$ cat src/rtl/core/cmpd_pkg.sv
// shared types, constants and fixed-point helpers for the cell move controller
package cmpd_pkg;

    // configuration port
    localparam int CFG_IDX_W = 3;
    localparam int CFG_W     = 16;

    typedef enum logic [CFG_IDX_W-1:0] {
        REG_WALL_THR,
        REG_PULSES,
        REG_KP_HEAD,
        REG_KD_HEAD,
        REG_KP_WALL,
        REG_KD_WALL,
        REG_KP_ENC,
        REG_KP_FRONT
    } cfg_reg_t;

    localparam logic [12:0] RST_WALL_THR = 13'd100;
    localparam logic [15:0] RST_PULSES   = 16'd500;
    localparam logic [15:0] RST_KP_HEAD  = 16'd896;
    localparam logic [15:0] RST_KD_HEAD  = 16'd51;
    localparam logic [15:0] RST_KP_WALL  = 16'd102;
    localparam logic [15:0] RST_KD_WALL  = 16'd13;
    localparam logic [15:0] RST_KP_ENC   = 16'd128;
    localparam logic [15:0] RST_KP_FRONT = 16'd512;

    // serial divider sizing
    localparam int DIV_W = 54;
    localparam int DEN_W = 20;
    localparam int CNT_W = 6;
    localparam logic [DEN_W-1:0] US_PER_S = 20'd1000000;

    // heading increment: round(p * 256 / 1e6) == floor((4p + 7812) / 15625),
    // done as a multiply by ceil(2^47 / 15625) split into two 17-bit halves
    localparam logic [33:0] HDIV_BIAS = 34'd7812;
    localparam logic [16:0] HREC_LO   = 17'd62487;
    localparam logic [16:0] HREC_HI   = 17'd68719;

    // datapath constants
    localparam logic [15:0]        MIN_DT       = 16'd100;
    localparam logic signed [16:0] ALPHA_Q16    = 17'sd19661;
    localparam logic signed [16:0] OMA_Q16      = 17'sd45875;
    localparam logic signed [14:0] IDEAL_SIDE   = 15'sd45;
    localparam logic signed [18:0] IDEAL_STOP   = 19'sd45;
    localparam logic signed [18:0] DONE_BAND    = 19'sd5;
    localparam logic signed [63:0] TARGET_LIM   = 64'sd655360;
    localparam logic signed [63:0] SPEED_MIN    = -64'sd100;
    localparam logic signed [63:0] SPEED_MAX    = 64'sd150;
    localparam logic signed [63:0] CORR_MAX     = 64'sd511;
    localparam logic signed [63:0] WHEEL_MAX    = 64'sd255;
    localparam int                 PROD_W       = 49;

    // datapath operations
    typedef enum logic [4:0] {
        OP_NONE,
        OP_LOAD,
        OP_CLEAR,
        OP_PREP,
        OP_HMUL,
        OP_HQUO,
        OP_HEAD,
        OP_DMUL,
        OP_DIV,
        OP_RAW,
        OP_FMUL,
        OP_FSUM,
        OP_TMUL,
        OP_TSUM,
        OP_HERR,
        OP_CMUL,
        OP_FINISH
    } dp_op_t;

    typedef struct packed {
        dp_op_t op;
        logic   head_loop;
    } dp_cmd_t;

    typedef struct packed {
        logic is_start;
        logic div_done;
        logic out_free;
    } dp_stat_t;

    typedef enum logic [4:0] {
        S_IDLE,
        S_DISPATCH,
        S_CLEAR,
        S_HMUL,
        S_HQUO,
        S_HEAD,
        S_DMUL,
        S_DIV,
        S_DWAIT,
        S_RAW,
        S_FMUL,
        S_FSUM,
        S_TMUL,
        S_TSUM,
        S_HERR,
        S_CMUL,
        S_FIN
    } fsm_state_t;

    // saturate to the signed 32-bit range
    function automatic logic signed [31:0] sat32(input logic signed [63:0] v);
        logic signed [31:0] r;
        if (v > 64'sd2147483647)
            r = 32'sh7fffffff;
        else if (v < -64'sd2147483648)
            r = 32'sh80000000;
        else
            r = v[31:0];
        return r;
    endfunction

    // arithmetic right shift, rounding half away from zero
    function automatic logic signed [63:0] rnd_sh(input logic signed [63:0] v, input int sh);
        logic signed [63:0] half;
        half = 64'sd1 <<< (sh - 1);
        if (v >= 0)
            return (v + half) >>> sh;
        else
            return -((-v + half) >>> sh);
    endfunction

    // arithmetic right shift, truncating toward zero
    function automatic logic signed [63:0] trunc_sh(input logic signed [63:0] v, input int sh);
        if (v >= 0)
            return v >>> sh;
        else
            return -((-v) >>> sh);
    endfunction

    function automatic logic signed [63:0] clamp64(input logic signed [63:0] v,
                                                   input logic signed [63:0] lo,
                                                   input logic signed [63:0] hi);
        logic signed [63:0] r;
        if (v < lo)
            r = lo;
        else if (v > hi)
            r = hi;
        else
            r = v;
        return r;
    endfunction

endpackage

$ cat src/rtl/core/cmpd_ctrl.sv
// controller: sequences the datapath through one tick or one begin beat
module cmpd_ctrl
    import cmpd_pkg::*;
(
    input  logic     clk,
    input  logic     rst_n,
    input  logic     in_valid,
    output logic     in_ready,
    input  dp_stat_t stat,
    output dp_cmd_t  cmd
);

    fsm_state_t state_reg, state_next;
    logic       loop_reg, loop_next;

    always_ff @(posedge clk or negedge rst_n)
    begin
        if (!rst_n)
        begin
            state_reg <= S_IDLE;
            loop_reg  <= 1'b0;
        end
        else
        begin
            state_reg <= state_next;
            loop_reg  <= loop_next;
        end
    end

    // next state and commands
    always_comb
    begin
        state_next    = state_reg;
        loop_next     = loop_reg;
        in_ready      = 1'b0;
        cmd.op        = OP_NONE;
        cmd.head_loop = loop_reg;
        unique case (state_reg)
            S_IDLE:
            begin
                in_ready = 1'b1;
                if (in_valid)
                begin
                    cmd.op     = OP_LOAD;
                    state_next = S_DISPATCH;
                end
            end
            S_DISPATCH:
            begin
                if (stat.is_start)
                    state_next = S_CLEAR;
                else
                begin
                    cmd.op     = OP_PREP;
                    state_next = S_HMUL;
                end
            end
            S_CLEAR:
            begin
                if (stat.out_free)
                begin
                    cmd.op     = OP_CLEAR;
                    state_next = S_IDLE;
                end
            end
            S_HMUL:
            begin
                cmd.op     = OP_HMUL;
                state_next = S_HQUO;
            end
            S_HQUO:
            begin
                cmd.op     = OP_HQUO;
                state_next = S_HEAD;
            end
            S_HEAD:
            begin
                cmd.op     = OP_HEAD;
                loop_next  = 1'b0;
                state_next = S_DMUL;
            end
            S_DMUL:
            begin
                cmd.op     = OP_DMUL;
                state_next = S_DIV;
            end
            S_DIV:
            begin
                cmd.op     = OP_DIV;
                state_next = S_DWAIT;
            end
            S_DWAIT:
            begin
                if (stat.div_done)
                    state_next = S_RAW;
            end
            S_RAW:
            begin
                cmd.op     = OP_RAW;
                state_next = S_FMUL;
            end
            S_FMUL:
            begin
                cmd.op     = OP_FMUL;
                state_next = S_FSUM;
            end
            S_FSUM:
            begin
                cmd.op     = OP_FSUM;
                state_next = loop_reg ? S_CMUL : S_TMUL;
            end
            S_TMUL:
            begin
                cmd.op     = OP_TMUL;
                state_next = S_TSUM;
            end
            S_TSUM:
            begin
                cmd.op     = OP_TSUM;
                state_next = S_HERR;
            end
            S_HERR:
            begin
                cmd.op     = OP_HERR;
                loop_next  = 1'b1;
                state_next = S_DMUL;
            end
            S_CMUL:
            begin
                cmd.op     = OP_CMUL;
                state_next = S_FIN;
            end
            S_FIN:
            begin
                if (stat.out_free)
                begin
                    cmd.op     = OP_FINISH;
                    state_next = S_IDLE;
                end
            end
            default:
                state_next = S_IDLE;
        endcase
    end

endmodule

$ cat config.mk
export PLATFORM = sky130hd
export DESIGN_NAME = cmpd_ctrl
export DESIGN_NICKNAME = d
export VERILOG_FILES = /design/src/rtl/core/cmpd_pkg.sv /design/src/rtl/core/cmpd_ctrl.sv
export SDC_FILE = /design/constraint.sdc
export NUM_CORES = 1
export LEC_CHECK = 0
export BUFFER_PORTS_ARGS = -buffer_cell sky130_fd_sc_hd__buf_4
export CORE_AREA = 5 5 42 44
export CTS_BUF_LIST = sky130_fd_sc_hd__clkbuf_2 sky130_fd_sc_hd__clkbuf_4 sky130_fd_sc_hd__clkbuf_8
export DETAILED_ROUTE_END_ITERATION = 10
export DIE_AREA = 0 0 47 49
export PLACE_DENSITY = 0.62
export SYNTH_ARGS = -nofsm -noshare
export SYNTH_HDL_FRONTEND = slang
export SYNTH_SLANG_ARGS = --single-unit
export TNS_END_PERCENT = 100
$ cat constraint.sdc
create_clock -name clk -period 1.9 [get_ports clk]
set_input_delay 0.095 -clock clk [delete_from_list [all_inputs] [get_ports clk]]
set_output_delay 0.095 -clock clk [all_outputs]
set_load 0.01 [all_outputs]
==> After elaboration in Yosys (flattened, before gate mapping) <==
Index checks and enable logic that the tools add are counted.
W data, S select, Z words.
{ "word_totals": {"ff_bits": 6, "in_bits": 6, "output_inout_bits": 7, "word_cells": 39} }
{ "classes": {"eq_ne": 19, "n_mux": 13, "reduce_logical": 5} }
{ "ops": {"columns": ["operator", "count"], "rows": [
  ["$pmux W5 S16", 1],
  ["$pmux W5 S15", 1],
  ["$eq A5 B4 Y1 const B", 8],
  ["$eq A5 B3 Y1 const B", 4],
  ["$mux W5", 4],
  ["$eq A5 B2 Y1 const B", 2],
  ["$mux W2", 3],
  ["$eq A5 B1 Y1 const B", 1],
  ["$eq A5 B5 Y1 const B", 1],
  ["$logic_not A5 Y1", 1],
  ["$ne A2 B2 Y1 const B", 2],
  ["$reduce_or A2 Y1", 2],
  ["$mux W1", 3],
  ["$reduce_and A3 Y1", 1],
  ["$ne A2 B1 Y1 const B", 1],
  ["$pmux W1 S2", 1],
  ["$reduce_bool A2 Y1", 1]
]} }

==> Logic depth before layout (Yosys ltp) <==
Gate-level depths: netlist of the first run.
{ "logic_depth": {"word_depth": 4, "ltp_mapped": 4, "mapped_depth_nobuf": 3} }

==> Worst setup path before layout of the first run <==
Ideal clock, no wire load.
{ "synth_timing": {"path_kind": "register -> output", "start": "reg state_reg[1]", "end": "out cmd[2] (netlist bit)", "t_arrival_ns": 1.428, "required_time_ns": 1.805, "setup_slack_ns": 0.377, "stages_incl_launch_ff": 3, "n_path_buf": 0, "cell_sequence": "dfrtp_1 > mux2_2 > a2111oi_0"} }
{ "synth_rtl": {"columns": ["element", "line", "source"], "rows": [
  ["start: declaration", "cmpd_ctrl.sv:13", "fsm_state_t state_reg, state_next;"],
  ["start signal: assignment", "cmpd_ctrl.sv:25", "state_reg <= state_next;"],
  ["end: declaration", "cmpd_ctrl.sv:10", "output dp_cmd_t cmd"]
]} }

==> results of run 1 <==
[cell type report]
cell class                      instances  area, sq um
Timing Repair Buffer                   16          123
Sequential cell                         6          151
Fill cell                             144          767
Tap cell                               16         20.0
Clock buffer                            3         22.5
Multi-Input combinational cell         49          307
Inverter                                3         11.3
[final timing paths]
kind / start / endpoint / cells after the start
min in group asynchronous: rst_n / state_reg[2] / 2
max in group asynchronous: rst_n / state_reg[0] / 2
worst max-delay path: state_reg[1] / cmd[2] / 3
worst min register to register: state_reg[4] / state_reg[2] / 2
worst min-delay path: stat[0] / state_reg[4] / 2
worst max register to register: state_reg[2] / state_reg[0] / 3
[per-stage QoR]
step                hold WS, ps  setup WS [ps]  total power (W)
finish                      104            159          0.00113
global route                101           21.7          0.00124
CTS                        94.7           72.1          0.00114
detailed placement        -93.8            362          0.00102
global placement          -95.6            399          0.00101
floorplan                  -201            377         0.000784
[worst register-to-register path: cells and delay by family (launching register included)]
| kind | cells | cell delay, ps |
|---|---|---|
| AOI/OAI and AO/OA | 2 | 440 |
| DFF | 1 | 510 |
| and+or+nand+nor | 1 | 410 |
[synth_stat cells]
cell type	number
a211oi_2	1
inv_1	1
a21oi_1	3
dfrtp_1	6
buf_4	1
nor2_1	10
o21bai_1	1
or3b_1	1
a2111oi_0	1
and3_1	1
buf_2	2
nor4b_1	1
nand4bb_1	1
nor3_1	1
nor4_1	1
nand2_1	5
a31oi_1	1
mux2i_1	1
inv_2	2
a311oi_1	1
and2_1	1
o22ai_1	1
o41ai_1	1
buf_1	1
o21ai_1	1
nor2b_1	5
xnor2_1	2
o21ai_0	2
mux2_2	1
clkbuf_1	2
a21o_1	1
nand3b_1	1
or2_1	1
a2bb2oi_1	1
a22o_1	1
[cell families (layout without fill, tap and decap cells)]
logic type             count (synthesis)  after routing  share of synthesized area, %
flip-flops                             6              6                          30.2
buffers and inverters                  9             22                          8.06
multiplexers                           2              2                          4.28
XOR/XNOR                               2              2                          3.53
AND/OR/NAND/NOR                       29             29                          31.0
AO/OA/AOI/OAI                         16             16                          22.9
[timing repair]
item / in CTS / in global routing
hold endpoints to repair: 6 / 0
hold buffers: 1 / 0
gates resized for setup: 0 / 1
setup endpoints to repair: 0 / 1
[placed cells by master, fill, tap and decap left out, types with 2 or more instances in the layout]
cell      instances
xnor2_1           2
buf_4            15
o21ai_0           2
clkbuf_4          3
inv_2             2
nand2_1           5
a21oi_1           3
dfrtp_1           5
nor2b_1           5
nor2_1           10
[power by group]
group / leakage, nW / internal [W] / switching, W
Sequential: 0.0748 / 0.000184 / 0.000121
Combinational: 0.197 / 0.000377 / 0.000331
Clock: 0.0138 / 0.0000713 / 0.0000436
Total: 0.285 / 0.000632 / 0.000496
[per-layer routing]
layer | vias up | part of all wire, % | track usage (%)
li1 | 252 | - | -
met1 | 237 | 45 | 15.7
met2 | 6 | 52 | 17.9
met3 | 2 | 2.0 | 1.11
met4 | 0 | 1.0 | 6.91
met5 | - | 0 | 0
==> reports/qor.csv, run 1 <==
stage,metric,value,unit
die,Die H,49,um
place,Port Buffer Count,12,
flow_run,max_cap viols,0,
place,routability congestion estimate,0.742,
worst_setup_path,Setup CP Type,register to output port,
timing,"Slew Viols, Final",0,
final_layout,max reg flops,5,
route,Initial DRT Pass Iterations,4,
clocking,worst skew pair latency,240,ps
clocking,root buf cell,clkbuf_4,
timing,worst slew pin tran,445,ps
die,I/O pin count,13,
final_layout,share of cells above drive strength 1,29.9,%
grt,largest net degree at the start of global routing,15,
worst_setup_path,critical-path cell list,mux2_2 > a2111oi_0 > buf_4,
logic_synthesis,Post-Syn Area,497,sq um
grt,GRT Overall Usage,11.8,%
route,vias per inst,5.34,
worst_setup_path,Buffers & Inverters on Critical Path,1,
route,Iteration-0 DRC Markers,12,
timing,fin crit share,91.6,%
power,P_leak,0.285,nW
logic_synthesis,post-synthesis sequential area ratio,30.2,%
die,placeable core area,1400,sq um
clocking,TritonCTS Buffers,3,
logic_synthesis,"area leader, netlist",dfrtp_1,
timing,Max Clock Freq,574,MHz
worst_setup_path,required time worst endpoint,1800,ps
timing,Slew Limit Headroom,70.1,%
clocking,"Setup Fix Bufs, Post-CTS",0,
final_layout,"Net count, final",85,
logic_synthesis,Syn Area/Cell,7.76,sq um
power,pwr/cell area,1780,nW/um^2
grt,vias in the first global route,486,
route,Residual DRC,0,
final_layout,fin cells,93,
logic_synthesis,Synthesized Nets,70,
timing,crit path time final,1740,ps
final_layout,post-route cell area,634,sq um
logic_synthesis,"Distinct cells, synth",35,
logic_synthesis,"top cells by area, synth","dfrtp_1 (30%), nor2_1 (7.6%), nor2b_1 (6.3%)",
final_layout,ANT cells,0,
clocking,Worst-path clk slew,50,ps
timing,Setup TNS Final,0,ps
place,DP HPWL,845,um
worst_setup_path,Critical Path Max Stage Delay,460,ps
place,DP Cell Count,89,
worst_setup_path,startpoint types,register,
clocking,clk sink count,6,
die,Starting Density,35.4,%
final_layout,post-layout util,45.3,%
final_layout,area grow syn2layout,27.7,%
route,"antenna viol nets, final",0,
logic_synthesis,synth warn,0,
clocking,CTS tree,done,
worst_setup_path,Crit-path slowest cell,dfrtp_1,
logic_synthesis,#FFs+latches synth,6,
route,DR vias,497,
grt,first-pass GRT wire length,2010,um
timing,clock skew,5.24,ps
timing,Final Hold Vio Count,0,
die,total die area,2300,sq um
grt,initial antenna violation count,0,
worst_setup_path,reg2reg setup slack,460,ps
power,Peak VDD IR,0.714,mV
route,wire length per cell,12.5,um
grt,gr ovfl total,0,
clocking,CTS Buffer Depth,2,
worst_setup_path,critical path arrival,1650,ps
logic_synthesis,Post-Synthesis Cells,64,
worst_setup_path,Critical Path Fanout Max,8,
timing,Final setup viols,0,
worst_setup_path,"delay-heaviest family, CP",flip-flops,
clocking,# H-tree levels,1,
die,site row count,14,
worst_setup_path,Worst setup EP type,output port,
run_status,status,"finished, final reports clean",
place,placed cell area,601,sq um
route,Post-Route WL,1170,um
die,Die W,47,um
min_path,Hold Crit Class,primary input to register,
timing,RSZ-0062 raised after global routing,no,
logic_synthesis,share of the synthesized area in the top cell type,30.2,%
No activity file was read; power rests on OpenSTA's default activity.
==> inputs of run 2 (changes only) <==
--- a/config.mk
+++ b/config.mk
@@ -8,6 +8,7 @@
 export BUFFER_PORTS_ARGS = -buffer_cell sky130_fd_sc_hd__buf_4
 export CORE_AREA = 5 5 42 44
 export CTS_BUF_LIST = sky130_fd_sc_hd__clkbuf_2 sky130_fd_sc_hd__clkbuf_4 sky130_fd_sc_hd__clkbuf_8
+export CTS_CLUSTER_SIZE = 8
 export DETAILED_ROUTE_END_ITERATION = 10
 export DIE_AREA = 0 0 47 49
 export PLACE_DENSITY = 0.62
==> constraint.sdc (replaced) <==
create_clock -name clk -period 2.18 [get_ports clk]
set_input_delay 0.109 -clock clk [delete_from_list [all_inputs] [get_ports clk]]
set_output_delay 0.109 -clock clk [all_outputs]
set_load 0.01 [all_outputs]
==> run 2 against run 1 <==
Routed wire length shrank 2.9%. Via count shrank 4.4%. Sequential power shrank 8.2%. Cell area shrank 2.6%.
==> reports/qor.csv, run 2 (same netlist as run 1, synthesis figures left out) <==
stage,metric,value,unit
grt,first-pass GRT wire length,1920,um
worst_setup_path,Critical Path Fanout Max,17,
clocking,worst skew pair latency,240,ps
timing,Final Hold Vio Count,0,
route,DR top layer,met3,
final_layout,max reg flops,5,
clocking,CTS tree,done,
timing,Setup TNS Final,0,ps
timing,Final setup viols,0,
timing,worst slew pin tran,458,ps
timing,Max Clock Freq,527,MHz
route,Initial DRT Pass Iterations,4,
die,Starting Density,35.4,%
timing,Slew Limit Headroom,69.4,%
final_layout,"Net count, final",83,
grt,GRT Overall Usage,11.1,%
grt,initial antenna violation count,0,
power,pwr/cell area,1560,nW/um^2
final_layout,ANT cells,0,
die,Die H,49,um
die,I/O pin count,13,
route,Iteration-0 DRC Markers,7,
die,Die W,47,um
worst_setup_path,worst r2r path cells,3,
timing,crit path time final,1900,ps
route,Post-Route WL,1130,um
clocking,CTS Buffer Depth,2,
die,site row count,14,
route,wire length per cell,12.4,um
worst_setup_path,Setup CP Type,register to output port,
route,DR vias,475,
power,P_leak,0.276,nW
worst_setup_path,critical path arrival,1790,ps
route,Residual DRC,0,
final_layout,Filler Cells Inserted,162,
clocking,# H-tree levels,1,
clocking,CTS resizes,0,
clocking,Worst-path clk slew,40,ps
place,DP Cell Count,87,
clocking,root buf cell,clkbuf_4,
worst_setup_path,startpoint types,register,
route,met3 routed wirelength,31,um
timing,fin crit share,87.1,%
die,total die area,2300,sq um
final_layout,area grow syn2layout,24.4,%
grt,vias in the first global route,453,
run_status,status,"finished, final reports clean",
clocking,"Setup Fix Bufs, Post-CTS",0,
grt,gr ovfl total,0,
timing,"Slew Viols, Final",0,
grt,largest net degree at the start of global routing,18,
route,vias per inst,5.22,
final_layout,fin cells,91,
final_layout,"most common cell after layout, fill and taps aside",buf_4,
final_layout,share of cells above drive strength 1,26.7,%
flow_run,max_cap viols,0,
route,met2 wire length,574,um
place,routability congestion estimate,0.751,
place,Port Buffer Count,12,
die,placeable core area,1400,sq um
place,DP HPWL,824,um
timing,clock skew,4.46,ps
worst_setup_path,required time worst endpoint,2070,ps
power,Peak VDD IR,0.962,mV
worst_setup_path,Worst setup EP type,output port,
final_layout,most frequent cells in the layout,"buf_4 (13), nor2_1 (10), dfrtp_1 (6)",
route,Metal-1 WL,526,um
route,"antenna viol nets, final",0,
timing,hold slack,105,ps
timing,RSZ-0062 raised after global routing,no,
min_path,Hold Crit Class,primary input to register,
clocking,clk sink count,6,
min_path,hold-critical path depth,2,
final_layout,post-layout util,44.1,%
clocking,TritonCTS Buffers,3,
run 2: metal layers:
layer | GRT usage, % | up-vias
met2 | 16.3 | 10
li1 | - | 245
met1 | 14.9 | 220
met5 | 0 | -
met4 | 1.38 | 0
met3 | 5.54 | 0
run 2: worst paths after layout:
check	from	to	slack, ps
max	state_reg[3]	cmd[2]	280
min	stat[0]	state_reg[4]	100
max reg2reg	state_reg[3]	state_reg[0]	640
min reg2reg	loop_reg	loop_reg	610
max in group asynchronous	rst_n	state_reg[1]	1850
min in group asynchronous	rst_n	state_reg[4]	220
run 2: power by group:
part,leakage [nW],switching [W],internal [W]
clock,0.0138,0.0000345,0.0000619
combinational,0.186,0.000272,0.000316
sequential,0.0759,0.000122,0.000158
run 2: worst max-delay path, cell delays in order, from the launching register on:
cell and delay (ps):
dfrtp_1 620, nor2_1 90, mux2_2 270, a2111oi_0 390, buf_4 190
run 2: area by class of cell:
class / instances / area [sq um] / area share (%)
Sequential cell: 6 / 150 / 24.3
Multi-Input combinational cell: 49 / 307 / 49.6
Tap cell: 16 / 20.0 / 3.24
Inverter: 3 / 11.3 / 1.82
Timing Repair Buffer: 14 / 108 / 17.4
Clock buffer: 3 / 22.5 / 3.64
run 2: repair_timing:
item | CTS | global route
hold buffers | 1 | 0
hold endpoints to repair | 6 | 0
setup endpoints to repair | 0 | 0
run 2: through the flow:
step	total power (W)	cell area [sq um]	worst slack (ps)
after detailed placement	0.000873	586	525
after global placement	0.000867	586	581
after CTS	0.000977	618	265
after global routing	0.00106	618	108
final	0.000966	618	282
after floorplan	0.000683	497	643
==> inputs of run 3 (changes only) <==
==> constraint.sdc (replaced) <==
create_clock -name clk -period 2.18 [get_ports clk]
set_input_delay 0.218 -clock clk [delete_from_list [all_inputs] [get_ports clk]]
set_output_delay 0.218 -clock clk [all_outputs]
set_load 0.01 [all_outputs]
==> run 3 against run 2 <==
Hold slack better by 120 ps. Clock skew is 0.92 ps higher. Cell area is 2.4% higher. Flip-flop and latch count stayed put. Fmax is 1.1% lower. Sequential share of layout area is 0.58 points lower. Critical endpoint unchanged.
==> reports/qor.csv, run 3 (same netlist as run 1, synthesis figures left out) <==
stage,metric,value,unit
run_status,status,"finished, final reports clean",
final_layout,ANT cells,0,
worst_setup_path,required time worst endpoint,1960,ps
timing,RSZ-0062 raised after global routing,no,
grt,largest net degree at the start of global routing,15,
clocking,CTS tree,done,
timing,crit path time final,1920,ps
die,site row count,14,
power,Final Power,0.000981,W
die,Starting Density,35.4,%
worst_setup_path,r2r endpoint,state_reg[0],
timing,Slew Limit Headroom,70.1,%
clocking,Worst-path clk slew,50,ps
route,"antenna viol nets, final",0,
route,Post-Route WL,1170,um
power,pwr/cell area,1550,nW/um^2
die,Die W,47,um
worst_setup_path,reg2reg setup slack,740,ps
final_layout,"most common cell after layout, fill and taps aside",buf_4,
power,P_leak,0.286,nW
place,Port Buffer Count,12,
timing,Final Hold Vio Count,0,
clocking,TritonCTS Buffers,3,
flow_run,max_cap viols,0,
final_layout,area grow syn2layout,27.5,%
worst_setup_path,startpoint types,register,
worst_setup_path,Worst setup EP type,output port,
clocking,worst skew pair latency,240,ps
final_layout,max reg flops,5,
clocking,root buf cell,clkbuf_4,
worst_setup_path,crit path launch,state_reg[0],
die,Die H,49,um
route,wire length per cell,12.6,um
clocking,clk sink count,6,
worst_setup_path,critical path arrival,1700,ps
route,met2 wire length,602,um
final_layout,post-layout util,45.2,%
grt,GRT Overall Usage,11.8,%
grt,initial antenna violation count,0,
worst_setup_path,Setup CP Type,register to output port,
worst_setup_path,Worst R2R Start,state_reg[2],
die,I/O pin count,13,
timing,fin crit share,88.0,%
timing,"Slew Viols, Final",0,
route,Metal-1 WL,530,um
power,Peak VDD IR,0.623,mV
route,met3 routed wirelength,23,um
timing,Max Clock Freq,521,MHz
place,DP HPWL,845,um
worst_setup_path,CP Capture Point,cmd[2],
grt,gr ovfl total,0,
route,Residual DRC,0,
route,DR vias,497,
timing,Setup TNS Final,0,ps
grt,vias in the first global route,486,
min_path,Hold Crit Class,primary input to register,
clocking,CTS Buffer Depth,2,
timing,worst slew pin tran,445,ps
final_layout,"Net count, final",85,
timing,Final setup viols,0,
final_layout,most frequent cells in the layout,"buf_4 (15), nor2_1 (10), dfrtp_1 (6)",
final_layout,share of cells above drive strength 1,28.6,%
min_path,hold_sp,stat[0],
worst_setup_path,worst r2r path cells,3,
route,DR top layer,met4,
die,total die area,2300,sq um
timing,hold slack,227,ps
route,Iteration-0 DRC Markers,12,
die,placeable core area,1400,sq um
clocking,# H-tree levels,1,
clocking,CTS resizes,0,
route,vias per inst,5.34,
place,routability congestion estimate,0.742,
worst_setup_path,Critical Path Fanout Max,14,
route,Initial DRT Pass Iterations,4,
timing,clock skew,5.38,ps
grt,first-pass GRT wire length,2010,um
run 3: changes by cell type in the layout (fill, tap and decap cells not counted), sizes merged:
cell,change
buf,+2
run 3: worst min-delay path by stage:
| stage | slack, ps | endpoint | depth (start not counted) |
|---|---|---|---|
| 6_report | 230 | state_reg[4] | 2 |
| 5_1_grt | 220 | state_reg[4] | 2 |
| 4_1_cts | 220 | state_reg[4] | 2 |
| 3_5_place_dp | 30 | state_reg[3] | 1 |
| 3_3_place_gp | 30 | state_reg[3] | 1 |
| 2_1_floorplan | -80 | loop_reg | 0 |
run 3: report_power, final:
group	total [W]	switching [W]	internal [W]
clock network	0.000100	0.0000381	0.0000621
logic	0.000617	0.000289	0.000329
registers	0.000263	0.000105	0.000158
total	0.000981	0.000432	0.000549
run 3: area by class of cell:
type / count / area (sq um)
clock buffers: 3 / 22.5
flip-flops and latches: 6 / 150
fillers: 144 / 768
inverters: 3 / 11.3
multi-input cells: 49 / 307
well taps: 16 / 20.0
repair buffers: 16 / 123
run 3: per-stage QoR:
stage,cell area (sq um),std cells,setup WS (ps)
global route,633,93,105
CTS,633,93,229
detailed placement,601,89,519
floorplan,497,64,534
global placement,601,89,556
finish,633,93,261
run 3: what timing repair did:
item,4_1_cts,5_1_grt
hold buffers,1,0
hold endpoints to repair,6,0
buffers inserted,0,0
run 3: layer usage:
layer,global-route usage (%),up-vias
li1,-,252
met1,15.7,237
met2,17.9,6
met3,1.11,2
met4,6.91,0
met5,0,-
run 3: worst max-delay path, stage by stage, from the launching register on:
cell	delay [ps]
dfrtp_1	600
nor2b_1	240
nor2_1	50
a2111oi_0	370
buf_4	190
